**src/rtl/h2cs_ram.sv**
```systemverilog
// h2cs_ram: generic single write port, single read port ram with registered read
// no dependencies
`default_nettype none

module h2cs_ram #(
  parameter int unsigned Width = 8,
  parameter int unsigned Depth = 16
) (
  input  wire                                          clk_i,
  input  wire                                          we_i,
  input  wire  [((Depth > 1) ? $clog2(Depth) : 1)-1:0] waddr_i,
  input  wire  [Width-1:0]                             wdata_i,
  input  wire  [((Depth > 1) ? $clog2(Depth) : 1)-1:0] raddr_i,
  output logic [Width-1:0]                             rdata_o
);

  logic [Width-1:0] mem_q [Depth];

  // write port
  always_ff @(posedge clk_i) begin
    if (we_i) begin
      mem_q[waddr_i] <= wdata_i;
    end
  end

  // registered read port
  always_ff @(posedge clk_i) begin
    rdata_o <= mem_q[raddr_i];
  end

endmodule

`default_nettype wire

```
**config.mk**
```make
export PLATFORM = sky130hd
export DESIGN_NAME = h2cs_ram
export DESIGN_NICKNAME = d
export VERILOG_FILES = /design/src/rtl/h2cs_ram.sv
export SDC_FILE = /design/constraint.sdc
export NUM_CORES = 1
export LEC_CHECK = 0
export BUFFER_PORTS_ARGS = -buffer_cell sky130_fd_sc_hd__buf_4
export CAP_MARGIN = 25
export CORE_ASPECT_RATIO = 0.5
export CORE_MARGIN = 5
export CORE_UTILIZATION = 47
export CTS_CLUSTER_DIAMETER = 150
export DETAILED_ROUTE_END_ITERATION = 12
export GPL_ROUTABILITY_DRIVEN = 0
export PLACE_DENSITY = 0.6
export SLEW_MARGIN = 20
export SYNTH_ARGS = -nofsm -noshare
export SYNTH_HDL_FRONTEND = slang
export SYNTH_SLANG_ARGS = --single-unit
```
**constraint.sdc**
```tcl
create_clock -name clk_i -period 4.18 [get_ports clk_i]
set_input_delay 0.209 -clock clk_i [delete_from_list [all_inputs] [get_ports clk_i]]
set_output_delay 0.209 -clock clk_i [all_outputs]
set_load 0.1 [all_outputs]
```
==> reports/qor.json <==
{
  "outcome": {"value": "complete, no violations"},
  "route.antenna.remaining_nets": {"value": 0},
  "worstSetupEndpoint": {"value": "rdata_o[3]"},
  "finish.net_count": {"value": 282},
  "max-clock-path-buffers": {"value": 2},
  "placed_cells_incl_taps": {"value": 390},
  "maxCapViolCount": {"value": 0},
  "place_worst_setup_slack": {"value": 2110, "unit": "ps"},
  "min_from": {"value": "wdata_i[1]"},
  "clock-skew-final": {"value": 7.09, "unit": "ps"},
  "first_global_vias": {"value": 2485},
  "synthesis.instances": {"value": 229},
  "postSynthAreaPerCell": {"value": 22.5, "unit": "µm²"},
  "yosys_warnings": {"value": 0},
  "critical_path.max_stage_delay": {"value": 630, "unit": "ps"},
  "route.detailed.drc": {"value": 0},
  "grt_start_max_net_pins": {"value": 33},
  "initial_core_util": {"value": 47.5, "unit": "%"},
  "critical-path-top-delay-family": {"value": "multiplexers"},
  "reg2reg_setup_slack": {"value": 2740, "unit": "ps"},
  "layout-drive-gt1-share": {"value": 27.8, "unit": "%"},
  "yosys.area.top_type": {"value": "edfxtp_1"},
  "cts_num_sinks": {"value": 136},
  "hold_violation_total_from_the_final_report": {"value": 0},
  "clk_transition_reported_paths": {"value": 60, "unit": "ps"},
  "worst_setup_path_end_kind": {"value": "flop"},
  "hp-class": {"value": "input port to flop"},
  "max_slew.worst_pin.slew": {"value": 1020, "unit": "ps"},
  "synth_cell_types": {"value": 19},
  "ff2ff_path_depth": {"value": 3},
  "antenna_cells": {"value": 0},
  "total_leakage_power": {"value": 2.00, "unit": "nW"},
  "post_drt_wl_per_cell": {"value": 24.1, "unit": "µm"},
  "setup-tns-final": {"value": 0, "unit": "ps"},
  "post_cts.repair.setup_buffers": {"value": 0},
  "max_slew_margin": {"value": 31.7, "unit": "%"},
  "ios": {"value": 26},
  "cp_num_cells": {"value": 4},
  "fmaxAchievable": {"value": 0.654, "unit": "GHz"},
  "syn_to_final_growth": {"value": 17.3, "unit": "%"},
  "clock-root-buffer": {"value": "clkbuf_16"},
  "cp.arrival": {"value": 1800, "unit": "ps"},
  "crit-reg2reg-launch": {"value": "mem_q[8][1]"},
  "grt_antenna_before_repair": {"value": 0},
  "floorplan.rows": {"value": 27},
  "layout_common_cells": {"value": "edfxtp_1, buf_4, mux4_2"},
  "detail_route.iter0.violations": {"value": 185},
  "global_route.usage.total": {"value": 16.6, "unit": "%"},
  "die_h": {"value": 84, "unit": "µm"},
  "hold_buffers_post_cts": {"value": 0},
  "wl": {"value": 10200, "unit": "µm"},
  "postLayoutSetupSlackWorst": {"value": 2650, "unit": "ps"},
  "synth-seq-area-share": {"value": 77.8, "unit": "%"},
  "synth_seq_cells": {"value": 136},
  "syn-cell-area": {"value": 5150, "unit": "µm²"},
  "design.die.area": {"value": 13300, "unit": "µm²"},
  "final-max-slew-violation-count": {"value": 0},
  "timing.critical_path.cells": {"value": "buf_4 > mux4_1 > a22oi_1 > nand2_1"},
  "dp_hpwl": {"value": 6170, "unit": "µm"},
  "floorplan.die.width": {"value": 158, "unit": "µm"},
  "rsz_0062_raised_after_global_routing": {"value": "false"},
  "final-seq-area": {"value": 4000, "unit": "µm²"},
  "post-route-min-period": {"value": 1530, "unit": "ps"},
  "total_gr_overflow": {"value": 0},
  "leading_cell_type_in_the_layout_fill_and_taps_excluded": {"value": "edfxtp_1"},
  "core_area": {"value": 10800, "unit": "µm²"},
  "timing.critical_path.from_type": {"value": "input port"},
  "crit_slowest_cell": {"value": "mux4_1"},
  "utilization": {"value": 55.7, "unit": "%"},
  "final_cells": {"value": 422},
  "detailroute.via_count": {"value": 2392},
  "fillerInstances": {"value": 800},
  "htree_num_levels": {"value": 4},
  "tritoncts.num_buffers": {"value": 17},
  "wire_length_of_the_first_global_routing_pass": {"value": 15400, "unit": "µm"},
  "mappedNetlistNets": {"value": 247},
  "vdd_drop_max": {"value": 0.332, "unit": "mV"},
  "post-synth-top-area-fraction": {"value": 74.7, "unit": "%"},
  "clk-insertion-delay-late": {"value": 410, "unit": "ps"},
  "route.detailed.vias_per_inst": {"value": 5.67},
  "setup-violations-final": {"value": 0},
  "placement.io_buffers": {"value": 25},
  "cp_max_fo": {"value": 32},
  "netlist_top_cells_area": {"value": "edfxtp_1, mux4_2, mux4_1"},
  "timing.critical_path.required": {"value": 4450, "unit": "ps"},
  "cts_resized": {"value": 0},
  "crit_start": {"value": "raddr_i[0]"},
  "multi_input_area": {"value": 1070, "unit": "µm²"},
  "timing.setup.critical_path_class": {"value": "input port to flop"},
  "clock_tree_from_tritoncts": {"value": "yes"},
  "endpoint_of_the_worst_register_to_register_path": {"value": "rdata_o[1]"},
  "finalCritPeriodShare": {"value": 36.6, "unit": "%"},
  "cellPowerDensity": {"value": 531, "unit": "nW/µm²"},
  "worst-path-buf-inv": {"value": 1},
  "detailedRoute.firstPassIterationCount": {"value": 4}
}
## layout make-up
type / count / share of cell area [%]
clock buffer: 18 / 7.11
clock inverter: 14 / 2.61
timing repair buffer: 26 / 3.23
tap: 145 / 3.00
sequential: 136 / 66.3
multi-input combinational: 83 / 17.8
## cells by family (layout without fill, tap and decap cells)
logic type | count (synthesis) | after routing | share of synthesized area [%]
DFF | 136 | 136 | 77.8
and+or+nand+nor | 35 | 35 | 3.18
muxes | 32 | 32 | 15.0
AOI/OAI and AO/OA | 16 | 16 | 2.33
buffers and inverters | 10 | 58 | 1.68
## power breakdown
part,switching [W],total [W],internal (W)
registers,0.00000994,0.00154,0.00153
logic,0.000147,0.000211,0.0000642
clock network,0.000531,0.00146,0.000929
## state kept, by name, summed over array words and instances (netlist names)
register / cells
rdata_o: 8
mem_q: 128
## per-layer routing
metal / routed length, µm / part of all wire [%] / track usage (%) / up-vias
met5: 0 / 0 / 0 / -
met4: 93 / 0.91 / 6.04 / 0
met3: 738 / 7.3 / 4.76 / 8
met2: 4710 / 46 / 23.7 / 70
met1: 4630 / 46 / 24.5 / 1270
li1: - / - / - / 1044
## how the worst min path moves through the flow
stage | slack, ps | to | depth (start not counted)
floorplan | 310 | mem_q[0][0] | 0
global placement | 520 | mem_q[4][7] | 1
global route | 110 | mem_q[12][1] | 1
CTS | 90 | mem_q[9][1] | 1
detailed placement | 530 | mem_q[12][1] | 1
finish | 100 | mem_q[12][1] | 1
## metrics by stage
stage | hold slack, ps | area (µm²) | total power (W)
floorplan | 308 | 5150 | 0.00170
global placement | 516 | 5450 | 0.00177
detailed placement | 525 | 5450 | 0.00178
CTS | 92.9 | 6030 | 0.00323
global route | 106 | 6040 | 0.00331
finish | 104 | 6040 | 0.00321
## worst register-to-register path, cell delays in order (launching register included)
cell	delay (ps)
edfxtp_1	370
mux4_1	490
a22oi_1	290
nand2_1	150
## synthesized netlist by cell type
cell type	n
nand2_1	9
nand2b_1	2
mux4_1	14
nor2_1	13
a22oi_1	16
clkdlybuf4s25_2	3
and2_1	1
nand3b_1	2
buf_6	3
and2b_1	1
buf_2	3
buf_4	1
nand3_1	1
edfxtp_1	128
nor3_1	4
nor2b_1	1
mux4_2	18
or3b_2	1
dfxtp_1	8
(Power assumes the default switching activity.)
