## src/rtl/h2cs_pkg.sv

```systemverilog
// h2cs_pkg: shared types and constants for the 2-D histogram cdf sampler
// used by h2cs_div and hist2d_cdf_sampler; no dependencies
`default_nettype none

package h2cs_pkg;

  // fixed datapath widths
  localparam int unsigned SumW    = 38;  // running sum within a row
  localparam int unsigned TotW    = 44;  // running total across rows
  localparam int unsigned CoordW  = 17;  // Q0.16 coordinate with room for 1.0
  localparam int unsigned FracW   = 16;  // fraction bits of a coordinate
  localparam int unsigned CfgW    = 7;   // configuration register width
  localparam int unsigned DensW   = 29;  // density result width
  localparam int unsigned DivW    = 44;  // divisor and partial remainder width
  localparam int unsigned StreamW = 28;  // dividend bits shifted in, msb first
  localparam int unsigned IterW   = 5;   // divider step counter width

  localparam logic [CoordW-1:0] OneQ16  = 17'h1_0000;
  localparam logic [DensW-1:0]  DensMax = 29'h1000_0000;

  // operation codes
  localparam logic [1:0] OpLoad    = 2'd0;
  localparam logic [1:0] OpSample  = 2'd1;
  localparam logic [1:0] OpDensity = 2'd2;

  // configuration register indexes
  localparam logic RegCols = 1'b0;
  localparam logic RegRows = 1'b1;

  // request to the shared divider
  typedef struct packed {
    logic                start;
    logic [DivW-1:0]     rem_init;
    logic [StreamW-1:0]  stream;
    logic [DivW-1:0]     divisor;
    logic [IterW-1:0]    iters;
  } div_req_t;

  // answer from the shared divider
  typedef struct packed {
    logic                busy;
    logic                done;
    logic [StreamW-1:0]  quot;
    logic [DivW-1:0]     rem;
  } div_rsp_t;

endpackage

`default_nettype wire

```

## src/rtl/h2cs_div.sv

```systemverilog
// h2cs_div: shared restoring divider, one quotient bit per cycle
// depends on h2cs_pkg for the request and answer structs
`default_nettype none

module h2cs_div (
  input  wire                   clk_i,
  input  wire                   rst_ni,
  input  h2cs_pkg::div_req_t    req_i,
  output h2cs_pkg::div_rsp_t    rsp_o
);

  import h2cs_pkg::*;

  logic              busy_q, busy_d;
  logic              done_q, done_d;
  logic [IterW-1:0]  cnt_q, cnt_d;
  logic [DivW-1:0]   r_q, r_d;
  logic [StreamW-1:0] s_q, s_d;
  logic [StreamW-1:0] q_q, q_d;
  logic [DivW-1:0]   d_q, d_d;

  logic [DivW:0]     r2;
  logic [DivW:0]     diff;
  logic              ge;

  // one trial subtraction per cycle
  always_comb begin
    r2   = {r_q, s_q[StreamW-1]};
    diff = r2 - {1'b0, d_q};
    ge   = (r2 >= {1'b0, d_q});
  end

  always_comb begin
    busy_d = busy_q;
    done_d = 1'b0;
    cnt_d  = cnt_q;
    r_d    = r_q;
    s_d    = s_q;
    q_d    = q_q;
    d_d    = d_q;
    if (req_i.start && !busy_q) begin
      busy_d = 1'b1;
      cnt_d  = req_i.iters;
      r_d    = req_i.rem_init;
      s_d    = req_i.stream;
      q_d    = '0;
      d_d    = req_i.divisor;
    end else if (busy_q) begin
      r_d   = ge ? diff[DivW-1:0] : r2[DivW-1:0];
      s_d   = {s_q[StreamW-2:0], 1'b0};
      q_d   = {q_q[StreamW-2:0], ge};
      cnt_d = cnt_q - IterW'(1);
      if (cnt_q == IterW'(1)) begin
        busy_d = 1'b0;
        done_d = 1'b1;
      end
    end
  end

  // control state
  always_ff @(posedge clk_i or negedge rst_ni) begin
    if (!rst_ni) begin
      busy_q <= 1'b0;
      done_q <= 1'b0;
      cnt_q  <= '0;
    end else begin
      busy_q <= busy_d;
      done_q <= done_d;
      cnt_q  <= cnt_d;
    end
  end

  // datapath
  always_ff @(posedge clk_i) begin
    r_q <= r_d;
    s_q <= s_d;
    q_q <= q_d;
    d_q <= d_d;
  end

  assign rsp_o.busy = busy_q;
  assign rsp_o.done = done_q;
  assign rsp_o.quot = q_q;
  assign rsp_o.rem  = r_q;

endmodule

`default_nettype wire
```

## config.mk

```make
export PLATFORM = sky130hd
export DESIGN_NAME = h2cs_div
export DESIGN_NICKNAME = d
export VERILOG_FILES = /design/src/rtl/h2cs_pkg.sv /design/src/rtl/h2cs_div.sv
export SDC_FILE = /design/constraint.sdc
export NUM_CORES = 1
export LEC_CHECK = 0
export BUFFER_PORTS_ARGS = -buffer_cell sky130_fd_sc_hd__buf_4
export CAP_MARGIN = 20
export CORE_ASPECT_RATIO = 0.6
export CORE_UTILIZATION = 35
export DETAILED_ROUTE_END_ITERATION = 7
export PLACE_DENSITY = 0.61
export REMOVE_ABC_BUFFERS = 1
export SLEW_MARGIN = 20
export SYNTH_ARGS = -nofsm -noshare
export SYNTH_HDL_FRONTEND = slang
export SYNTH_SLANG_ARGS = --single-unit
```

## constraint.sdc

```tcl
create_clock -name clk_i -period 4.4 [get_ports clk_i]
set_input_delay 0.44 -clock clk_i [delete_from_list [all_inputs] [get_ports clk_i]]
set_output_delay 0.44 -clock clk_i [all_outputs]
set_load 0.02 [all_outputs]
```

==> impl_results.md, run 1 <==
- Outcome: finished, violations left
- Failing checks: DRC
- Top cell by count, worst path: inv_1
- Clk buf depth: 2
- Final period utilization: a little over four fifths
- PortBufs: 197
- CP max-delay cell: a41oi_1
- R2r setup slk: 680 ps
- Fmax: 0.269 GHz
- Starting density of the core: 36.0%
- Final Hold Viols: 0
- Slew Viols, Final: 0
- WHS Path Cells: 1
- Total leakage power: 5.04 nW
- Hold_buf cts: 1
- Diode count: 0
- Post-synthesis cell area: about 8800 µm²
- Netlist cell types: 59
- CP max FO: 4
- Post-DP HPWL: 18700 µm
- Delay-heaviest family, CP: compound AO/OA/AOI/OAI gates
- Num CTS Buffers: 17
- Commonest cells post-synth: 183 x nand2_1, 116 x edfxtp_1, 74 x a21oi_1
- Synth top area share: between 30 and 40%
- DRT iter0 DRCs: roughly 500
- Pwr Density: ~830 nW/µm²
- Root Buffer: clkbuf_16
- CTS sink cnt: 151
- CP arrival: 3890 ps
- RSZ-0062 raised after global routing: no
- Hold Crit Class: in2reg
- Reg2reg path depth: 13
- Slowest stage delay, CP: between 500 and 600 ps
- Hold worst-path end: d_q[16]$_DFFE_PP_
- Overall Global Routing Usage: around 20%
- CP required: about 4600 ps
- Sequential share of the synthesized area: 48.0%
- Ys Warns: 0
- Worst r2r dst: r_q[40]$_DFFE_PP_
- Site Rows: 44
- Top cells by area, synth: edfxtp_1 40%, nand2_1 7.8%, ha_1 6.5%
- Worst hold slack: roughly 180 ps
- Vias in the first global route: 7058
- Io pins: 198
- Area growth, synth to finish: 27.3%
- Nature of the critical path endpoint: register
- Fillcell total: approximately 2400
- Initial antenna violation count: 0
- Largest net degree at the start of global routing: 52
- Final Skew: 13.1 ps
- Total core area: 24400 µm²
- Filler-free cell count of the finished design: 1440
- Drt wl/cell: 17.5 µm
- DRC viols: 10
- CP Class: reg2reg
- #FFs+latches synth: 151
- Post-CTS sizing: 0
- First-pass GRT wire length: 39500 µm
- DP Cell Count: 1407
- Fraction of layout cells with a size suffix above 1: a little under a quarter
- Via-to-Cell Ratio: 5.11
- Chip width: 207 µm
- Hold_sp: req_i[21]
- Yosys top cell by area: edfxtp_1
- Final Setup Violations: 0
- Cells after Synth: a little over 900
- Final Util: 45.9%
- VDD IR max: 0.386 mV
- Total Wirelength: 25200 µm
- Multi-input gate area: 4140 µm²
- Grt ovf: 0
- Post-Syn Area per Cell: around 9.5 µm²
- Post-layout min period: 3720 ps
- Main flop type after synthesis: edfxtp_1
- Nets: 1276
- Fraction of registers with async set or reset after synthesis: 4.64%
- Drt pass-1 iters: 7
- Die Y-Extent: 125 µm
- Post-DRT Antenna Nets: 0
- Clock Pin Slew Worst Setup and Hold Paths: approximately 70 ps
- Setup Fix Bufs, Post-CTS: 0
- Worst-margin pin slew: 633 ps
- Top-count cell post-synth: nand2_1
- GPL Wtd Cong: 0.885
- Worst path bufs/invs: 2
- Startpoint types: register
- Critical R2R Launch: s_q[27]$_DFFE_PP_
- Number of flops mapped to enable cells by yosys: between 100 and 150
- Via count of the routed design: 7358
- Die area: 25800 µm²
- CP cell instances: inv_1 -> ha_1 -> inv_1 -> fa_1 -> a211oi_1 -> o21a_1 -> a221o_1 -> nor3b_1 -> o41ai_4 -> a41oi_1 -> o21ai_0 -> xnor2_1 -> o211ai_1
- Later-pin clock latency in the skew report: 430 ps
- Max cap viols: 0
- Htree depth: 4
- FF/Latch Area: 4220 µm²
- CTS tree: yes
- Worst rel slew slack: 57.8%
[final cells by class]
cell class	count	area share, %
clock buffers	20	4.37
repair buffers	210	14.3
well taps	322	3.60
flip-flops and latches	151	37.7
multi-input cells	670	37.0
clock inverters	12	1.10
inverters	55	1.87
[worst max path at each step]
stage	cells after the start	from	end	slack [ps]
6_report	13	s_q[27]$_DFFE_PP_	r_q[40]$_DFFE_PP_	680
5_1_grt	13	s_q[27]$_DFFE_PP_	r_q[40]$_DFFE_PP_	440
4_1_cts	13	s_q[27]$_DFFE_PP_	r_q[40]$_DFFE_PP_	770
3_5_place_dp	13	s_q[27]$_DFFE_PP_	r_q[40]$_DFFE_PP_	800
3_3_place_gp	13	s_q[27]$_DFFE_PP_	r_q[40]$_DFFE_PP_	830
2_1_floorplan	6	busy_q$_DFF_PN0_	r_q[19]$_DFFE_PP_	-1730
[per-stage QoR]
stage,setup TNS [ps],worst slack [ps],power (mW),cell area [µm²]
final,0,682,9.33,11200
after global routing,0,436,9.99,11200
after CTS,0,766,9.33,11200
after detailed placement,0,795,7.76,10600
after global placement,0,834,7.68,10600
after floorplan,-111170,-1730,6.09,8560
[logic make-up (layout without fill, tap and decap cells)]
kind of cell | after synthesis | count (layout) | share of synthesized area (%)
AND/OR/NAND/NOR | 315 | 315 | 15.3
buffers and inverters | 106 | 297 | 5.00
XOR/XNOR | 42 | 42 | 4.18
flip-flops | 151 | 151 | 48.0
multiplexers | 35 | 35 | 3.99
AO/OA/AOI/OAI | 231 | 231 | 16.8
adder cells (fa/ha/maj) | 47 | 47 | 6.77
[registers in the layout, indices dropped and copies added, names as in the netlist]
| signal | flops |
|---|---|
| q_q | 28 |
| r_q | 44 |
| s_q | 28 |
| busy_q | 1 |
| cnt_q | 5 |
| done_q | 1 |
| d_q | 44 |
[routing by layer]
metal	vias to the layer above	share of wire, %	track usage (%)
met5	-	0	0
met3	19	7.7	5.08
met4	0	1.0	4.58
met2	249	38	25.7
li1	3633	-	-
met1	3457	53	32.2
[power by group]
group | internal (mW) | switching, mW | total (mW)
combinational | 2.12 | 2.95 | 5.07
clock | 0.879 | 0.643 | 1.52
sequential | 2.33 | 0.403 | 2.74
[placed cells by master, fill, tap and decap left out, types with 18 or more instances in the layout]
cell type | netlist | layout
o21ai_0 | 53 | 53
dfxtp_1 | 28 | 28
ha_1 | 46 | 46
inv_1 | 55 | 53
a21o_1 | 22 | 22
buf_4 | 2 | 207
nor2_1 | 60 | 60
xor2_1 | 18 | 18
clkbuf_16 | 0 | 19
nand2_1 | 183 | 182
a21oi_1 | 74 | 74
xnor2_1 | 24 | 24
nand3_1 | 18 | 18
mux2i_1 | 35 | 35
edfxtp_1 | 116 | 116
(Power assumes the default switching activity.)
==> inputs of run 2 (changes only) <==
- clock period: 4.4 -> 3.8 ns (I/O delays scaled with it)
==> run 2 against run 1 <==
Against the previous run:
- the flow still finishes with violations (DRC)
- utilization increased by 0.13 points
- total power rose by 17%
- global-route usage rose by 0.14 points
- sequential cell count stayed put
- maximum frequency rose by 5.9%
- die area unchanged
- clock power up 16%
- routed wire length up 0.34%
- via count shrank 0.29%
- sequential power rose by 16%
- worst setup slack got worse by 390 ps
- critical path depth up 1
- critical endpoint is now r_q[42]$_DFFE_PP_
- largest cell class unchanged
- largest power group unchanged
==> impl_results.md, run 2 (synthesis results as in run 1) <==
- Slowest stage delay, CP: between 400 and 500 ps
- Via count of the routed design: roughly 7300
- GPL Wtd Cong: 0.881
- Post-DP HPWL: 18600 µm
- CP required: around 4000 ps
- Largest net degree at the start of global routing: 73
- Num CTS Buffers: 17
- Drt pass-1 iters: 7
- Worst r2r dst: r_q[42]$_DFFE_PP_
- Total core area: 24400 µm²
- CP max FO: 3
- Fraction of layout cells with a size suffix above 1: 22.9%
- Initial antenna violation count: 0
- Sw Ratio: between 40% and 50%
- FF/Latch Area: 4220 µm²
- RSZ-0062 raised after global routing: no
- Drt wl/cell: 17.5 µm
- Seq pwr share: between 20% and 30%
- Grt ovf: 0
- Chip width: 207 µm
- Die Y-Extent: 125 µm
- Site Rows: 44
- Outcome: finished, violations left
- Vias in the first global route: 6920
- DRT iter0 DRCs: 531
- Nets: 1281
- Final Setup Violations: 0
- Slew Viols, Final: 0
- Final period utilization: 92.4%
- Hold Crit Class: in2reg
- Worst-margin pin slew: 1030 ps
- Later-pin clock latency in the skew report: 450 ps
- CP arrival: roughly 3700 ps
- Post-layout min period: roughly 3500 ps
- Final Cell Area: approximately 11000 µm²
- Die area: 25800 µm²
- Hold_sp: req_i[14]
- Worst hold slack: about 100 ps
- WHS Path Cells: 1
- Reg2reg path depth: 14
- Largest registers: d_q x44, r_q x44
- Io pins: roughly 200
- Clk buf depth: 2
- Via-to-Cell Ratio: 5.08
- Total leakage power: 5.04 nW
- Comb power frac: 54.5%
- Clock Pin Slew Worst Setup and Hold Paths: 70 ps
- Top cell by count, worst path: inv_1
- Multi-input gate area: a little over 4000 µm²
- VDD IR max: about 0.43 mV
- CP Class: reg2reg
- CTS tree: yes
- Starting density of the core: 36.0%
- Fmax: 0.285 GHz
- Nature of the critical path endpoint: register
- Max cap viols: 0
- Internal power: 6.24 mW
- CP cell instances: inv_1 -> ha_1 -> inv_1 -> fa_1 -> a211oi_1 -> o21a_1 -> a221o_1 -> a21oi_1 -> a41oi_1 -> buf_4 -> o21ai_1 -> a221oi_1 -> xor2_1 -> o211ai_1
- Switching power total: 4.63 mW
- Placed Area: 10600 µm²
- Pwr Density: 969 nW/µm²
- Htree depth: 4
- Startpoint types: register
- Hold worst-path end: d_q[9]$_DFFE_PP_
- DRC viols: 10
- First-pass GRT wire length: 39700 µm
- Diode count: 0
- PortBufs: between 150 and 200
- Total Wirelength: between 20000 and 30000 µm
- Final Hold Viols: 0
- Clk pwr share: 16.3%
- Critical R2R Launch: s_q[27]$_DFFE_PP_
- Most common cell after layout, fill and taps aside: buf_4
- Fillcell total: 2409
- Area growth, synth to finish: 27.6%
- CTS sink cnt: 151
- Post-DRT Antenna Nets: 0
- Failing checks: DRC
- Most frequent cells in the layout: 212 x buf_4, 182 x nand2_1, 116 x edfxtp_1
- R2r setup slk: 290 ps
- Root Buffer: clkbuf_16
- Overall Global Routing Usage: 20.1%
- CP max-delay cell: fa_1
- Worst rel slew slack: a little under a third
- Final Skew: 12.0 ps
-- run 2: routing by layer --
layer	vias to the layer above	share of wire, %	global-route usage (%)
met5	-	0	0
met4	0	0.78	4.15
met3	13	6.4	5.73
met2	205	38	25.4
met1	3478	55	32.7
li1	3641	-	-
-- run 2: area by class of cell --
type                       instances  area share (%)
timing repair buffer             215            14.6
clock inverter                    14            1.53
tap                              322            3.59
clock buffer                      18            3.83
multi-input combinational        670            37.0
sequential                       151            37.6
inverter                          55            1.86
-- run 2: worst max-delay path: cells and delay by family, from the launching register on --
| kind | cells | cell delay, ps |
|---|---|---|
| adders and majority gates | 2 | 590 |
| AOI/OAI and AO/OA | 8 | 1830 |
| DFF | 1 | 360 |
| buffers and inverters | 3 | 290 |
| xor gates and xnor gates | 1 | 170 |
-- run 2: what timing repair did --
item,4_1_cts,5_1_grt
setup endpoints to repair,0,4
gates resized for setup,0,1
hold buffers,1,0
setup buffers,0,2
hold endpoints to repair,7,0
-- run 2: per-stage QoR --
stage | setup TNS [ps] | cells | power, mW | util, % | setup slack [ps]
after floorplan | -163100 | 876 | 7.06 | - | -2330
after global placement | 0 | 1410 | 8.93 | 43.4 | 333
after detailed placement | 0 | 1410 | 9.00 | 43.4 | 204
after CTS | 0 | 1443 | 10.8 | 45.9 | 179
after global routing | 0 | 1445 | 11.6 | 46.0 | 49.0
final | 0 | 1445 | 10.9 | 46.0 | 290
-- run 2: worst max path at each step --
stage / endpoint / cells past startpoint / slack, ps / start
floorplan: r_q[19]$_DFFE_PP_ / 6 / -2330 / busy_q$_DFF_PN0_
global placement: r_q[43]$_DFFE_PP_ / 11 / 330 / r_q[5]$_DFFE_PP_
detailed placement: r_q[20]$_DFFE_PP_ / 11 / 200 / r_q[9]$_DFFE_PP_
CTS: r_q[20]$_DFFE_PP_ / 11 / 180 / r_q[9]$_DFFE_PP_
global route: r_q[42]$_DFFE_PP_ / 14 / 50 / s_q[27]$_DFFE_PP_
finish: r_q[42]$_DFFE_PP_ / 14 / 290 / s_q[27]$_DFFE_PP_
-- run 2: power by group through the flow --
| stage | registers, mW | clock network [mW] | logic, mW |
|---|---|---|---|
| 3_5_place_dp | 3.19 | 0 | 5.81 |
| 5_1_grt | 3.25 | 1.89 | 6.49 |
| 6_report | 3.17 | 1.77 | 5.92 |
| 2_1_floorplan | 3.58 | 0 | 3.47 |
| 4_1_cts | 3.17 | 1.82 | 5.85 |
| 3_3_place_gp | 3.18 | 0 | 5.76 |
==> inputs of run 3 (changes only) <==
- PLACE_DENSITY: 0.61 -> 0.63
==> run 3 against run 2 <==
Against the previous run:
- the flow still finishes with violations (DRC)
- sequential cell count stayed put
- clock-buffer cell count stayed put
- design area is 0.78% lower
- clock power is 10% lower
- largest cell class unchanged
- largest power group unchanged
==> impl_results.md, run 3 (synthesis results as in run 1) <==
- Outcome: finished, violations left
- Failing checks: DRC
- Most frequent cells in the layout: 211 x buf_4, 182 x nand2_1, 116 x edfxtp_1
- Final Setup Violations: 0
- Total core area: 24400 µm²
- Fmax: 0.282 GHz
- Io pins: 198
- CP max-delay cell: ha_1
- Htree depth: 4
- Most common cell after layout, fill and taps aside: buf_4
- Post-DP HPWL: 18900 µm
- Worst r2r dst: r_q[40]$_DFFE_PP_
- Later-pin clock latency in the skew report: 450 ps
- Critical R2R Launch: r_q[18]$_DFFE_PP_
- Clock Pin Slew Worst Setup and Hold Paths: 70 ps
- Final period utilization: ~93%
- Nature of the critical path endpoint: register
- Post-layout min period: 3550 ps
- Vias in the first global route: 6964
- Final Cell Area: 11100 µm²
- Via-to-Cell Ratio: 5.06
- VDD IR max: 0.495 mV
- Post-DRT Antenna Nets: 0
- Drt pass-1 iters: 7
- Total leakage power: 5.02 nW
- First-pass GRT wire length: 39800 µm
- R2r setup slk: 250 ps
- CP arrival: 3820 ps
- Clk buf depth: 2
- Site Rows: 44
- Final Hold Viols: 0
- DRT iter0 DRCs: approximately 470
- FF/Latch Area: 4220 µm²
- Root Buffer: clkbuf_16
- Hold Crit Class: in2reg
- Worst hold slack: 105 ps
- Nets: 1279
- Fillcell total: 2405
- Dpl ws: 223 ps
- WHS Path Cells: 1
- Worst rel slew slack: 54.3%
- GPL Wtd Cong: 0.897
- Starting density of the core: between 30% and 40%
- CP Class: reg2reg
- Worst-margin pin slew: between 600 and 700 ps
- Diode count: 0
- Slew Viols, Final: 0
- CP max FO: 9
- Fraction of layout cells with a size suffix above 1: 23.0%
- CP required: 4080 ps
- Via count of the routed design: 7308
- Multi-input gate area: 4150 µm²
- Drt wl/cell: 17.8 µm
- Final worst setup slack: 253 ps
- DRC viols: 11
- Max cap viols: 0
- Hold worst-path end: d_q[16]$_DFFE_PP_
- Total Wirelength: between 20000 and 30000 µm
- Top cell by count, worst path: o211ai_1
- RSZ-0062 raised after global routing: no
- CP cell instances: ha_1 -> nand4_1 -> nor3_1 -> o211ai_1 -> a31oi_1 -> o2111ai_1 -> nand3_1 -> a21oi_4 -> buf_4 -> or2_2 -> o211ai_1
- Worst path bufs/invs: 1
- Slowest stage delay, CP: 440 ps
- Delay-heaviest family, CP: simple AND/OR/NAND/NOR gates
- Die area: 25800 µm²
- Setup Fix Bufs, Post-CTS: 0
- Reg2reg path depth: 11
- Chip width: 207 µm
- PortBufs: 197
- Grt ovf: 0
- Largest registers: d_q x44, r_q x44
- Final Skew: between 10 and 15 ps
- Startpoint types: register
- Placed Area: 10600 µm²
- CTS sink cnt: roughly 150
- Pwr Density: 960 nW/µm²
- Num CTS Buffers: 17
- Overall Global Routing Usage: 20.2%
- Initial antenna violation count: 0
- CTS tree: yes
- Largest net degree at the start of global routing: 58
- Area growth, synth to finish: 26.6%
- Hold_sp: req_i[21]
- Die Y-Extent: 125 µm
## run 3: changes by cell type in the layout (fill, tap and decap cells not counted), sizes merged
cell	previous run	this run
buf	214	212
clkinv	5	7
clkinvlp	3	0
inv	58	62
bufinv	3	0
## run 3: worst max path at each step
| stage | startpoint | to | slack [ps] | cells past startpoint |
|---|---|---|---|---|
| after CTS | s_q[27]$_DFFE_PP_ | r_q[40]$_DFFE_PP_ | 200 | 13 |
| after global routing | r_q[9]$_DFFE_PP_ | r_q[34]$_DFFE_PP_ | 40 | 11 |
| after floorplan | busy_q$_DFF_PN0_ | r_q[19]$_DFFE_PP_ | -2330 | 6 |
| after detailed placement | s_q[27]$_DFFE_PP_ | r_q[40]$_DFFE_PP_ | 220 | 13 |
| after global placement | s_q[27]$_DFFE_PP_ | r_q[40]$_DFFE_PP_ | 280 | 13 |
| final | r_q[18]$_DFFE_PP_ | r_q[40]$_DFFE_PP_ | 250 | 11 |
## run 3: power by group
| part | total [mW] | switching, mW | internal, mW | leakage [nW] |
|---|---|---|---|---|
| clock | 1.59 | 0.741 | 0.854 | 0.278 |
| sequential | 3.17 | 0.467 | 2.70 | 1.50 |
| combinational | 5.92 | 3.45 | 2.47 | 3.24 |
| total | 10.7 | 4.66 | 6.02 | 5.02 |
## run 3: worst reg2reg max path: stages (launching register included)
cell,delay [ps]
edfxtp_1,430
ha_1,440
nand4_1,240
nor3_1,400
o211ai_1,200
a31oi_1,310
o2111ai_1,190
nand3_1,200
a21oi_4,130
buf_4,210
or2_2,400
o211ai_1,220
## run 3: area by class of cell
cell class | instances | share of cell area [%]
clock inverter | 14 | 0.843
clock buffer | 18 | 3.95
tap | 322 | 3.62
timing repair buffer | 213 | 14.5
sequential | 151 | 37.9
inverter | 55 | 1.88
multi-input combinational | 670 | 37.3
## run 3: layer usage
layer	GRT usage, %	vias up	wire (µm)
met2	24.8	236	9490
li1	-	3637	-
met1	32.7	3417	13800
met5	0	-	0
met4	4.28	0	226
met3	6.59	18	2170
## run 3: per-stage QoR
step                util [%]  power (mW)  std cells  setup TNS (ps)
finish                  45.6        10.7       1443               0
detailed placement      43.4        9.03       1410               0
global route            45.6        11.4       1443               0
CTS                     45.6        10.7       1443               0
floorplan                  -        7.06        876         -163100
global placement        43.4        8.96       1410               0
## run 3: repair_timing
item	CTS	global route
gates resized for setup	0	2
hold buffers	1	0
setup endpoints to repair	0	3
hold endpoints to repair	7	0
